==> config.mk <==
export PLATFORM = sky130hd
export DESIGN_NAME = area_average_line_downsampler_top
export DESIGN_NICKNAME = d
export VERILOG_FILES = /design/src/hw/rtl/aald_pkg.sv /design/src/hw/rtl/aald_ctrl.sv /design/src/hw/rtl/aald_lane.sv /design/src/hw/rtl/aald_merge.sv /design/src/hw/rtl/area_average_line_downsampler_top.sv
export VERILOG_INCLUDE_DIRS = /design/src /design/src/hw/rtl
export SDC_FILE = /design/constraint.sdc
export NUM_CORES = 2
export LEC_CHECK = 0
export ABC_AREA = 1
export BUFFER_PORTS_ARGS = -buffer_cell sky130_fd_sc_hd__buf_2
export CORE_MARGIN = 1
export CORE_UTILIZATION = 40
export DETAILED_ROUTE_END_ITERATION = 7
export SYNTH_ARGS = -nofsm -noshare
export SYNTH_HDL_FRONTEND = slang
export SYNTH_SLANG_ARGS = --single-unit
==> constraint.sdc <==
create_clock -name aclk -period 9.2 [get_ports aclk]
set_input_delay 0.92 -clock aclk [delete_from_list [all_inputs] [get_ports aclk]]
set_output_delay 0.92 -clock aclk [all_outputs]
set_load 0.02 [all_outputs]
==> src/hw/rtl/area_average_line_downsampler_top_macros.svh <==
// assertion macros used by the area average line downsampler rtl
`ifndef AREA_AVERAGE_LINE_DOWNSAMPLER_TOP_MACROS_SVH
`define AREA_AVERAGE_LINE_DOWNSAMPLER_TOP_MACROS_SVH

// condition holds at every clock edge out of reset
`define AALD_ASSERT_ALWAYS(label, cond, msg) \
    label: assert property (@(posedge aclk) disable iff (!aresetn) (cond)) else $error(msg);

// consequence holds in the same cycle as the trigger
`define AALD_ASSERT_NOW(label, trig, cond, msg) \
    label: assert property (@(posedge aclk) disable iff (!aresetn) \
        (trig) |-> (cond)) else $error(msg);

// consequence holds in the cycle after the trigger
`define AALD_ASSERT_NEXT(label, trig, cond, msg) \
    label: assert property (@(posedge aclk) disable iff (!aresetn) \
        (trig) |=> (cond)) else $error(msg);

`endif

==> src/hw/rtl/aald_pkg.sv <==
// types, constants and helpers for the area average line downsampler
`timescale 1ns / 1ps

package aald_pkg;

    localparam int PIX_W            = 8;
    localparam int WGT_W            = 13;
    localparam int CFG_DATA_W       = 13;
    localparam int CFG_IDX_W        = 2;
    localparam int MAX_LINE_DEFAULT = 4096;
    localparam int NUM_LANES        = 3;
    localparam int Q_W              = 8;
    localparam int DIV_STEPS        = Q_W + 1;
    localparam int CNT_W            = $clog2(DIV_STEPS + 1);

    localparam logic [CFG_IDX_W-1:0]  REG_OLD_SIZE = CFG_IDX_W'(0);
    localparam logic [CFG_IDX_W-1:0]  REG_NEW_SIZE = CFG_IDX_W'(1);
    localparam logic [CFG_DATA_W-1:0] SIZE_RESET   = CFG_DATA_W'(4096);
    localparam logic [Q_W-1:0]        Q_MAX        = {Q_W{1'b1}};

    localparam int LANE_RED   = 0;
    localparam int LANE_GREEN = 1;
    localparam int LANE_BLUE  = 2;

    typedef struct packed {
        logic [PIX_W-1:0] red_in;
        logic [PIX_W-1:0] green_in;
        logic [PIX_W-1:0] blue_in;
        logic             first_of_line;
        logic             last_of_line;
    } pixel_in_t;

    typedef struct packed {
        logic [PIX_W-1:0] red_out;
        logic [PIX_W-1:0] green_out;
        logic [PIX_W-1:0] blue_out;
        logic             line_done;
    } pixel_out_t;

    typedef struct packed {
        logic             accum;
        logic             start;
        logic             fire;
        logic             last;
        logic [WGT_W-1:0] take;
        logic [WGT_W-1:0] left;
        logic [WGT_W-1:0] o;
        logic             div_step;
        logic             div_first;
    } lane_cmd_t;

    typedef struct packed {
        logic [Q_W-1:0] q;
        logic           sat;
    } lane_res_t;

    typedef struct packed {
        logic res_valid;
        logic line_done;
    } ctrl_stat_t;

    // largest usable line length, bounded by the size register width
    function automatic int line_limit(input int max_line);
        int reg_max;
        reg_max = (1 << WGT_W) - 1;
        return (max_line < reg_max) ? max_line : reg_max;
    endfunction

endpackage

==> src/hw/rtl/aald_ctrl.sv <==
// weight tracking, size registers and divider sequencing
`timescale 1ns / 1ps
`include "area_average_line_downsampler_top_macros.svh"

module aald_ctrl #(
    parameter int MAX_LINE = aald_pkg::MAX_LINE_DEFAULT
) (
    input  logic                                aclk,
    input  logic                                aresetn,
    input  logic                                s_valid,
    output logic                                s_ready,
    input  aald_pkg::pixel_in_t                 s_data,
    input  logic                                cfg_valid,
    output logic                                cfg_ready,
    input  logic [aald_pkg::CFG_IDX_W-1:0]      cfg_index,
    input  logic [aald_pkg::CFG_DATA_W-1:0]     cfg_data,
    input  logic                                res_ready,
    output aald_pkg::lane_cmd_t                 cmd,
    output aald_pkg::ctrl_stat_t                stat
);

    localparam int WGT_W = aald_pkg::WGT_W;
    localparam int CNT_W = aald_pkg::CNT_W;
    localparam int LIMIT = aald_pkg::line_limit(MAX_LINE);
    localparam logic [WGT_W-1:0] LIMIT_W   = WGT_W'(LIMIT);
    localparam logic [WGT_W-1:0] ONE_W     = WGT_W'(1);
    localparam logic [CNT_W-1:0] CNT_DONE  = CNT_W'(aald_pkg::DIV_STEPS);

    logic [WGT_W-1:0] old_size_reg, new_size_reg;
    logic [WGT_W-1:0] eff_old, eff_new;
    logic [WGT_W-1:0] wn_reg, wn_next, wn_cur;
    logic [WGT_W-1:0] take, left;
    logic             start, emit, fire, accept, res_valid, res_take, div_step;
    logic             busy_reg, busy_next;
    logic             line_done_reg, line_done_next;
    logic [CNT_W-1:0] cnt_reg, cnt_next;

    assign cfg_ready = 1'b1;

    always_ff @(posedge aclk) begin
        if (!aresetn) begin
            old_size_reg <= aald_pkg::SIZE_RESET;
            new_size_reg <= aald_pkg::SIZE_RESET;
        end else if (cfg_valid && cfg_ready) begin
            case (cfg_index)
                aald_pkg::REG_OLD_SIZE: begin
                    old_size_reg <= cfg_data;
                end
                aald_pkg::REG_NEW_SIZE: begin
                    new_size_reg <= cfg_data;
                end
                default: begin
                end
            endcase
        end
    end

    always_comb begin
        if (old_size_reg == '0) begin
            eff_old = ONE_W;
        end else if (old_size_reg > LIMIT_W) begin
            eff_old = LIMIT_W;
        end else begin
            eff_old = old_size_reg;
        end
        if (new_size_reg == '0) begin
            eff_new = ONE_W;
        end else if (new_size_reg > eff_old) begin
            eff_new = eff_old;
        end else begin
            eff_new = new_size_reg;
        end
    end

    assign res_valid = busy_reg && (cnt_reg == CNT_DONE);
    assign res_take  = res_valid && res_ready;
    assign div_step  = busy_reg && (cnt_reg != CNT_DONE);
    assign s_ready   = !busy_reg || res_take;
    assign accept    = s_valid && s_ready;

    always_comb begin
        start  = s_data.first_of_line || (wn_reg == '0);
        wn_cur = start ? eff_old : wn_reg;
        emit   = (eff_new >= wn_cur);
        take   = emit ? wn_cur : eff_new;
        left   = emit ? (eff_new - wn_cur) : '0;
        fire   = emit || s_data.last_of_line;

        wn_next        = wn_reg;
        busy_next      = busy_reg;
        cnt_next       = cnt_reg;
        line_done_next = line_done_reg;

        if (accept) begin
            if (s_data.last_of_line) begin
                wn_next = '0;
            end else if (emit) begin
                wn_next = eff_old - left;
            end else begin
                wn_next = wn_cur - eff_new;
            end
        end

        if (accept && fire) begin
            busy_next      = 1'b1;
            cnt_next       = '0;
            line_done_next = s_data.last_of_line;
        end else if (res_take) begin
            busy_next = 1'b0;
        end else if (div_step) begin
            cnt_next = cnt_reg + 1'b1;
        end
    end

    always_ff @(posedge aclk) begin
        if (!aresetn) begin
            wn_reg        <= '0;
            busy_reg      <= 1'b0;
            cnt_reg       <= '0;
            line_done_reg <= 1'b0;
        end else begin
            wn_reg        <= wn_next;
            busy_reg      <= busy_next;
            cnt_reg       <= cnt_next;
            line_done_reg <= line_done_next;
        end
    end

    always_comb begin
        cmd.accum     = accept;
        cmd.start     = start;
        cmd.fire      = fire;
        cmd.last      = s_data.last_of_line;
        cmd.take      = take;
        cmd.left      = left;
        cmd.o         = eff_old;
        cmd.div_step  = div_step;
        cmd.div_first = (cnt_reg == '0);
        stat.res_valid = res_valid;
        stat.line_done = line_done_reg;
    end

    `AALD_ASSERT_NEXT(a_fire_starts_div, accept && fire, busy_reg && (cnt_reg == '0), "divider not started")
    `AALD_ASSERT_NEXT(a_div_counts, div_step, busy_reg && (cnt_reg == $past(cnt_reg) + 1'b1), "divider step lost")
    `AALD_ASSERT_ALWAYS(a_weight_bound, wn_reg <= LIMIT_W, "weight needed beyond line limit")
    `AALD_ASSERT_NEXT(a_last_ends_line, accept && s_data.last_of_line, (wn_reg == '0) && busy_reg, "line not closed")

endmodule

==> src/hw/rtl/aald_lane.sv <==
// one color lane: weighted sum and bit-serial rounding divider
`timescale 1ns / 1ps

module aald_lane #(
    parameter int MAX_LINE = aald_pkg::MAX_LINE_DEFAULT
) (
    input  logic                            aclk,
    input  logic                            aresetn,
    input  logic [aald_pkg::PIX_W-1:0]      px,
    input  aald_pkg::lane_cmd_t             cmd,
    output aald_pkg::lane_res_t             res
);

    localparam int PIX_W  = aald_pkg::PIX_W;
    localparam int WGT_W  = aald_pkg::WGT_W;
    localparam int Q_W    = aald_pkg::Q_W;
    localparam int LIMIT  = aald_pkg::line_limit(MAX_LINE);
    localparam int SUM_W  = $clog2(((1 << PIX_W) - 1) * LIMIT + 1);
    localparam int NUM_W  = SUM_W + 2;
    localparam int PROD_W = PIX_W + WGT_W;

    logic [SUM_W-1:0]  sum_reg, sum_next, sum_base, total;
    logic [PROD_W-1:0] prod_take, prod_left;
    logic [NUM_W-1:0]  rem_reg, den_reg;
    logic [Q_W-1:0]    q_reg;
    logic              sat_reg;
    logic              rem_ge;

    always_comb begin
        sum_base  = cmd.start ? '0 : sum_reg;
        prod_take = PROD_W'(px) * PROD_W'(cmd.take);
        prod_left = PROD_W'(px) * PROD_W'(cmd.left);
        total     = sum_base + SUM_W'(prod_take);
        rem_ge    = (rem_reg >= den_reg);
        sum_next  = sum_reg;
        if (cmd.accum) begin
            if (cmd.fire) begin
                sum_next = cmd.last ? '0 : SUM_W'(prod_left);
            end else begin
                sum_next = total;
            end
        end
    end

    always_ff @(posedge aclk) begin
        if (!aresetn) begin
            sum_reg <= '0;
            sat_reg <= 1'b0;
        end else begin
            sum_reg <= sum_next;
            if (cmd.accum && cmd.fire) begin
                sat_reg <= 1'b0;
            end else if (cmd.div_step && cmd.div_first) begin
                sat_reg <= rem_ge;
            end
        end
    end

    // numerator 2*sum + o, divisor 2*o, first step checks for overflow
    always_ff @(posedge aclk) begin
        if (cmd.accum && cmd.fire) begin
            rem_reg <= (NUM_W'(total) << 1) + NUM_W'(cmd.o);
            den_reg <= NUM_W'(cmd.o) << (Q_W + 1);
            q_reg   <= '0;
        end else if (cmd.div_step) begin
            den_reg <= den_reg >> 1;
            if (!cmd.div_first) begin
                if (rem_ge) begin
                    rem_reg <= rem_reg - den_reg;
                end
                q_reg <= {q_reg[Q_W-2:0], rem_ge};
            end
        end
    end

    always_comb begin
        res.q   = q_reg;
        res.sat = sat_reg;
    end

endmodule

==> src/hw/rtl/aald_merge.sv <==
// merges lane quotients into the output pixel register
`timescale 1ns / 1ps

module aald_merge (
    input  logic                                                aclk,
    input  logic                                                aresetn,
    input  aald_pkg::ctrl_stat_t                                stat,
    input  aald_pkg::lane_res_t [aald_pkg::NUM_LANES-1:0]       lane_res,
    output logic                                                res_ready,
    output logic                                                m_valid,
    input  logic                                                m_ready,
    output aald_pkg::pixel_out_t                                m_data
);

    localparam int NUM_LANES = aald_pkg::NUM_LANES;
    localparam int Q_W       = aald_pkg::Q_W;

    logic [Q_W-1:0]       chan [NUM_LANES];
    logic                 m_valid_reg, m_valid_next;
    aald_pkg::pixel_out_t m_data_reg;
    logic                 load;

    always_comb begin
        for (int i = 0; i < NUM_LANES; i++) begin
            chan[i] = lane_res[i].sat ? aald_pkg::Q_MAX : lane_res[i].q;
        end
    end

    assign res_ready = !m_valid_reg || m_ready;
    assign load      = stat.res_valid && res_ready;

    always_comb begin
        m_valid_next = m_valid_reg;
        if (load) begin
            m_valid_next = 1'b1;
        end else if (m_ready) begin
            m_valid_next = 1'b0;
        end
    end

    always_ff @(posedge aclk) begin
        if (!aresetn) begin
            m_valid_reg <= 1'b0;
        end else begin
            m_valid_reg <= m_valid_next;
        end
    end

    always_ff @(posedge aclk) begin
        if (load) begin
            m_data_reg.red_out   <= chan[aald_pkg::LANE_RED];
            m_data_reg.green_out <= chan[aald_pkg::LANE_GREEN];
            m_data_reg.blue_out  <= chan[aald_pkg::LANE_BLUE];
            m_data_reg.line_done <= stat.line_done;
        end
    end

    assign m_valid = m_valid_reg;
    assign m_data  = m_data_reg;

endmodule

==> src/hw/rtl/area_average_line_downsampler_top.sv <==
// a completing pixel starts the dividers; their result then loads m_data and m_valid
// throughput: 1 pixel per cycle while no output completes; a completing pixel
// holds s_ready low until the 9-step serial divider of each lane is done and
// its result is taken; the output register frees it as soon as its own result is taken
// reset (aresetn low, synchronous): sizes 4096, no line in progress, output empty
`timescale 1ns / 1ps

module area_average_line_downsampler_top #(
    parameter int MAX_LINE = aald_pkg::MAX_LINE_DEFAULT
) (
    input  logic                                aclk,
    input  logic                                aresetn,
    input  logic                                s_valid,
    output logic                                s_ready,
    input  aald_pkg::pixel_in_t                 s_data,
    output logic                                m_valid,
    input  logic                                m_ready,
    output aald_pkg::pixel_out_t                m_data,
    input  logic                                cfg_valid,
    output logic                                cfg_ready,
    input  logic [aald_pkg::CFG_IDX_W-1:0]      cfg_index,
    input  logic [aald_pkg::CFG_DATA_W-1:0]     cfg_data
);

    localparam int NUM_LANES = aald_pkg::NUM_LANES;

    aald_pkg::lane_cmd_t                    cmd;
    aald_pkg::ctrl_stat_t                   stat;
    aald_pkg::lane_res_t [NUM_LANES-1:0]    lane_res;
    logic [aald_pkg::PIX_W-1:0]             lane_px [NUM_LANES];
    logic                                   res_ready;

    assign lane_px[aald_pkg::LANE_RED]   = s_data.red_in;
    assign lane_px[aald_pkg::LANE_GREEN] = s_data.green_in;
    assign lane_px[aald_pkg::LANE_BLUE]  = s_data.blue_in;

    aald_ctrl #(
        .MAX_LINE (MAX_LINE)
    ) u_ctrl (
        .aclk      (aclk),
        .aresetn   (aresetn),
        .s_valid   (s_valid),
        .s_ready   (s_ready),
        .s_data    (s_data),
        .cfg_valid (cfg_valid),
        .cfg_ready (cfg_ready),
        .cfg_index (cfg_index),
        .cfg_data  (cfg_data),
        .res_ready (res_ready),
        .cmd       (cmd),
        .stat      (stat)
    );

    for (genvar i = 0; i < NUM_LANES; i++) begin : g_lane
        aald_lane #(
            .MAX_LINE (MAX_LINE)
        ) u_lane (
            .aclk    (aclk),
            .aresetn (aresetn),
            .px      (lane_px[i]),
            .cmd     (cmd),
            .res     (lane_res[i])
        );
    end

    aald_merge u_merge (
        .aclk      (aclk),
        .aresetn   (aresetn),
        .stat      (stat),
        .lane_res  (lane_res),
        .res_ready (res_ready),
        .m_valid   (m_valid),
        .m_ready   (m_ready),
        .m_data    (m_data)
    );

endmodule
After elaboration in Yosys (flattened, before gate mapping) --
Cells that the tools add are included.
Cells by class: $add $sub $neg 13, multiply operators 6, magnitude comparators 6, equality and inequality tests 4, mux-type cells 40, bitwise operators 3, reduce and logical (&&, ||, !) cells 31
Operators with widths (count):
- $mux W22 | 18
- $mux W20 | 9
- $mul A8 B13 Y20 | 6
- $mux W13 | 9
- $add A21 B13 Y22 | 3
- $ge A22 B22 Y1 | 3
- $sub A22 B22 Y22 | 3
- $add A20 B20 Y20 | 3
- $logic_not A13 Y1 | 3
- $sub A13 B13 Y13 | 3
- $ge A13 B13 Y1 | 1
- $gt A13 B13 Y1 | 1
- $gt A13 B13 Y1 const B | 1
- $reduce_bool A2 Y1 | 6
- $reduce_and A3 Y1 | 3
- $reduce_and A2 Y1 | 4
- $logic_and A1 B1 Y1 | 6
- $add A4 B1 Y4 const B | 1
- $eq A4 B4 Y1 const B | 1
- $logic_not A4 Y1 | 1
- $logic_or A1 B1 Y1 | 4
- $mux W1 | 4
- $ne A4 B4 Y1 const B | 1
- $not A1 Y1 | 3
- 5 further kinds | 6
Storage, ports and cells: bits in registers 290, input port bits 46, output and inout port bits 28, logic and storage cells 132

Longest topological paths before layout --
depth after elaboration 12, mapped depth 66, gate-level depth less buffers 62

Modules after synthesis --
Synthesis repeated with hierarchy kept, for this count alone.
Second synthesis, totals: cells, all modules 6200, area, all modules 43379.1 um^2
Modules (own cells, without submodules):
- aald_lane (g_lane[0].u_lane) | times used 1, cells an instance 1808, area each 12628.4 um^2, seq. area each 1811.7 um^2
- aald_lane (g_lane[1].u_lane) | times used 1, cells an instance 1788, area each 12492.0 um^2, seq. area each 1811.7 um^2
- aald_lane (g_lane[2].u_lane) | times used 1, cells an instance 1775, area each 12449.4 um^2, seq. area each 1811.7 um^2
- aald_ctrl | times used 1, cells an instance 773, area each 4863.4 um^2, seq. area each 900.9 um^2
- aald_merge | times used 1, cells an instance 56, area each 945.9 um^2, seq. area each 770.7 um^2

Worst setup path after synthesis --
OpenSTA, ideal clock, no wires.
path kind register -> register, from reg u_ctrl.old_size_reg[8], to reg g_lane[1].u_lane.rem_reg[20], data pin, data arrival time 9.672 ns, required time 8.947 ns, path slack -0.725 ns, stages on the path, launching flop included 61, path buffers 4, period minus slack after synthesis 9.925 ns, cells stage by stage dfxtp_1 -> nor4_1 -> nand4_1 -> nand2_1 -> inv_1 -> nor2_1 -> inv_1 -> ha_1 -> nand2_1 -> nand2_1 -> nand2_1 -> nand3_1 -> nand2_1 -> nand2_2 -> nand2_1 -> clkbuf_1 -> clkbuf_1 -> o21a_1 -> [25 not listed] -> a21oi_1 -> nand2_1 -> a21oi_1 -> nor2_1 -> nor2_1 -> xor2_1 -> inv_1 -> ha_1 -> nand2_1 -> o31ai_1 -> nand2_1 -> a21oi_1 -> nand2_1 -> nor3_1 -> nand2_1 -> nand3b_1 -> nand3_1 -> nand2_1
Between the ends: longest elaborated chain between the ends 12, elaborated cells between the ends (all ways) 16, those cells by class 2 x add/sub; 1 x mul; 3 x order compare; 7 x mux; 3 x reduce/logical
RTL lines:
- from (decl) | line aald_ctrl.sv:29 | logic [WGT_W-1:0] old_size_reg, new_size_reg;
- from (signal assigned) | line aald_ctrl.sv:42 | old_size_reg <= aald_pkg::SIZE_RESET;
- from (signal assigned) | line aald_ctrl.sv:47 | old_size_reg <= cfg_data;
- $gt A13 B13 Y1 | line aald_ctrl.sv:61 | end else if (old_size_reg > LIMIT_W) begin
- $mux W13 | line aald_ctrl.sv:61
- $mux W13 * | line aald_ctrl.sv:59 | if (old_size_reg == '0) begin
- $gt A13 B13 Y1 | line aald_ctrl.sv:68 | end else if (new_size_reg > eff_old) begin
- $mux W13 | line aald_ctrl.sv:68
- $mux W13 | line aald_ctrl.sv:66 | if (new_size_reg == '0) begin
- $ge A13 B13 Y1 | line aald_ctrl.sv:84 | emit = (eff_new >= wn_cur);
- $mux W13 | line aald_ctrl.sv:85 | take = emit ? wn_cur : eff_new;
- $mul A8 B13 Y20 | line aald_lane.sv:31 | prod_take = PROD_W'(px) * PROD_W'(cmd.take);
- $add A20 B20 Y20 | line aald_lane.sv:33 | total = sum_base + SUM_W'(prod_take);
- $add A21 B13 Y22 | line aald_lane.sv:62 | rem_reg <= (NUM_W'(total) << 1) + NUM_W'(cmd.o);
- $mux W22 * | line aald_lane.sv:61 | if (cmd.accum && cmd.fire) begin
- to (signal assigned) | line aald_lane.sv:62
- to (signal assigned) | line aald_lane.sv:69 | rem_reg <= rem_reg - den_reg;
- to (decl) | line aald_lane.sv:24 | logic [NUM_W-1:0] rem_reg, den_reg;
Mark *: on every way between the ends. The rest lies on a longest branch, timed or not. A chain may end at the register's enable or synchronous reset.

Worst setup path in the final report --
from reg u_ctrl.old_size_reg[8], to reg g_lane[0].u_lane.rem_reg[16], data pin
Between the ends: longest elaborated chain between the ends 12, elaborated cells between the ends (all ways) 16, those cells by class 2 x add/sub; 1 x mul; 3 x order compare; 7 x mux; 3 x reduce/logical
RTL lines (line):
- $gt A13 B13 Y1 | aald_ctrl.sv:61
- $mux W13 | aald_ctrl.sv:61
- $mux W13 * | aald_ctrl.sv:59
- $gt A13 B13 Y1 | aald_ctrl.sv:68
- $mux W13 | aald_ctrl.sv:68
- $mux W13 | aald_ctrl.sv:66
- $ge A13 B13 Y1 | aald_ctrl.sv:84
- $mux W13 | aald_ctrl.sv:85
- $mul A8 B13 Y20 | aald_lane.sv:31
- $add A20 B20 Y20 | aald_lane.sv:33
- $add A21 B13 Y22 | aald_lane.sv:62
- $mux W22 * | aald_lane.sv:61
- to (signal assigned) | aald_lane.sv:62
- to (signal assigned) | aald_lane.sv:69
- to (decl) | aald_lane.sv:24
Marked as above.

==> impl_metrics.py <==
metrics = {
    "floorplanning": {
        "ioPinCount": 74,
        "std_cell_rows": 112,
        "die_y_um": 308,
        "coreArea_um2": 93200,
        "start_util": 0.403,
        "die_area_um2": 95200,
        "fp.dieW_um": 308,
    },
    "yosys": {
        "syn_area_per_cell_um2": 7.66,
        "synth_cell_types": 60,
        "synthArstFlopShare": 0,
        "syn-cell-area_um2": 37600,
        "synth-edff-count": 104,
        "synth_cells": 4903,
        "ys_warn_count": 0,
        "ys.flop_type": "dfxtp_1",
        "synth-seq-area-share": 0.159,
        "synth_fp_nets": 5786,
        "ys_ff_latch": 246,
    },
    "global_route": {
        "overflow": 0,
        "antenna_found_initial": 3,
        "track_usage": 0.268,
        "grt_pass1_wl_um": 194000,
        "first_global_vias": 33700,
        "grt_max_degree": 69,
    },
    "routing": {
        "vias_per_cell": 5.11,
        "drtAntennaViolNets": 0,
        "wl_per_cell_um": 18.9,
        "routed_wl_um": 128000,
        "dr_total_vias": 34500,
        "drtIter0Drc": 2596,
        "drcViolationCount": 0,
        "first_pass_iters": 8,
    },
    "critical_path": {
        "critical_path.slowest_cell": "fa_1",
        "path_buf_inv": 18,
        "critical_path.top_delay_family": "adder cells",
        "critical_path_required_ns": 9.54,
        "crit_fanout": 7,
        "cp_data_arrival_time_ns": 9.75,
        "criticalPathCategory": "register to register",
        "critPathMaxStageDelay_ns": 0.54,
        "cp-start-kind": "register",
        "critPathCaptureType": "register",
    },
    "timing": {
        "clock.fmax_mhz": 106,
        "final.setup_skew_ns": 0.0254,
        "fin_crit_ns": 9.41,
        "worst_pin_slew_ns": 1.15,
        "rsz0062_at_grt": "yes",
        "maxSlewHeadroom": 0.236,
        "setup_viol": 19,
        "finalCritPeriodShare": 1.02,
        "finalHoldViolations": 0,
        "slew_violations": 0,
        "layout_setup_ws_ns": -0.207,
    },
    "clock_network": {
        "cts_sinks": 246,
        "cts_max_path_buffers": 3,
        "cts-root-buf": "clkbuf_16",
        "clock_latency_ns": 0.62,
        "cts_hold_buffers": 0,
        "htreeDepth": 1,
        "cts_made_buffers": 30,
        "cts_tree": "built",
        "clk_pin_slew_ns": 0.06,
    },
    "placement": {
        "dpl_cell_area_um2": 43300,
        "place_ws_ns": -0.619,
        "place.gp.congestion": 0.948,
        "hpwlAfterDp_um": 101000,
        "portBuffers": 72,
    },
    "job": {
        "drv_cap": 0,
    },
    "finish": {
        "largest_register_ffs": 66,
        "drive_gt1_frac": 0.213,
        "final_cell_mix": "inv_1, nand2_1, buf_4",
        "layout.nets": 6354,
        "layout_commonest_cell": "inv_1",
        "fin_util": 0.501,
        "seqCellArea_um2": 5970,
        "n_fill_cell": 9041,
        "multiInputGateArea_um2": 28600,
        "fin_area_um2": 46700,
        "area_growth_pct": 24.2,
    },
    "status": {
        "violations": "setup timing",
        "status": "finished with violations",
    },
    "min_path": {
        "hold_class": "register to register",
    },
}
==> final cells by class <==
class	instances	area share
multi-input cells	3460	0.614
flip-flops and latches	246	0.128
repair buffers	707	0.118
inverters	1026	0.0836
well taps	1254	0.0336
clock buffers	37	0.0182
clock inverters	18	0.00453
diodes	3	0.000161
==> cells in the mapped netlist, drive strengths merged (68+ instances only) <==
library cell  instances  area [um^2]
nor2                549         2110
fa                  454         9090
xnor2                68          596
nand2               922         3530
edfxtp              104         3120
a21oi               309         1550
inv                1021         3830
dfxtp               142         2840
buf                  74          490
ha                  383         4790
nand3               113          571
clkbuf               99          372
o21ai               223         1120
xor2                140         1230
==> kinds of logic after synthesis <==
kind of cell,after synthesis,share of synthesized area
and+or+nand+nor,1663,0.178
buffers and inverters,1199,0.126
adders and majority gates,837,0.369
AOI/OAI and AO/OA,749,0.120
DFF,246,0.159
xor gates and xnor gates,208,0.0485
other,1,0.0000998
==> layer usage <==
layer,share of wire,vias up,track usage
li1,-,16500,-
met3,0.088,214,0.0529
met5,0,-,0
met1,0.43,16600,0.359
met4,0.041,0,0.0907
met2,0.44,1249,0.428
==> through the flow <==
stage / setup TNS, ns / hold WS (ns) / std cells
detailed placement: -20.58 / 0.447 / 6613
finish: -1.79 / 0.463 / 6751
floorplan: -0.143 / 0.409 / 4903
CTS: -0.0395 / 0.465 / 6701
global route: -21.24 / 0.469 / 6749
global placement: -16.26 / 0.444 / 6613
==> path summary, 6_finish.rpt <==
| path | startpoint | depth (start not counted) | to | slack (ns) |
|---|---|---|---|---|
| setup / recovery | u_ctrl.old_size_reg[8] | 56 | g_lane[0].u_lane.rem_reg[16] | -0.21 |
| hold / removal | u_ctrl.line_done_reg | 0 | u_merge.m_data[0] | 0.46 |
| setup reg to reg | u_ctrl.old_size_reg[8] | 56 | g_lane[0].u_lane.rem_reg[16] | -0.21 |
| hold reg to reg | u_ctrl.line_done_reg | 0 | u_merge.m_data[0] | 0.46 |
==> what timing repair did <==
action / CTS / global route
gates cloned: 2 / 0
pin swaps: 41 / 170
endpoints found under the setup margin: 58 / 72
resized for setup: 95 / 305
buffers inserted: 31 / 48
Power is left out: the tool's default activity adds up to more than one toggle a clock period on the data nets, which glitch-free logic cannot reach.
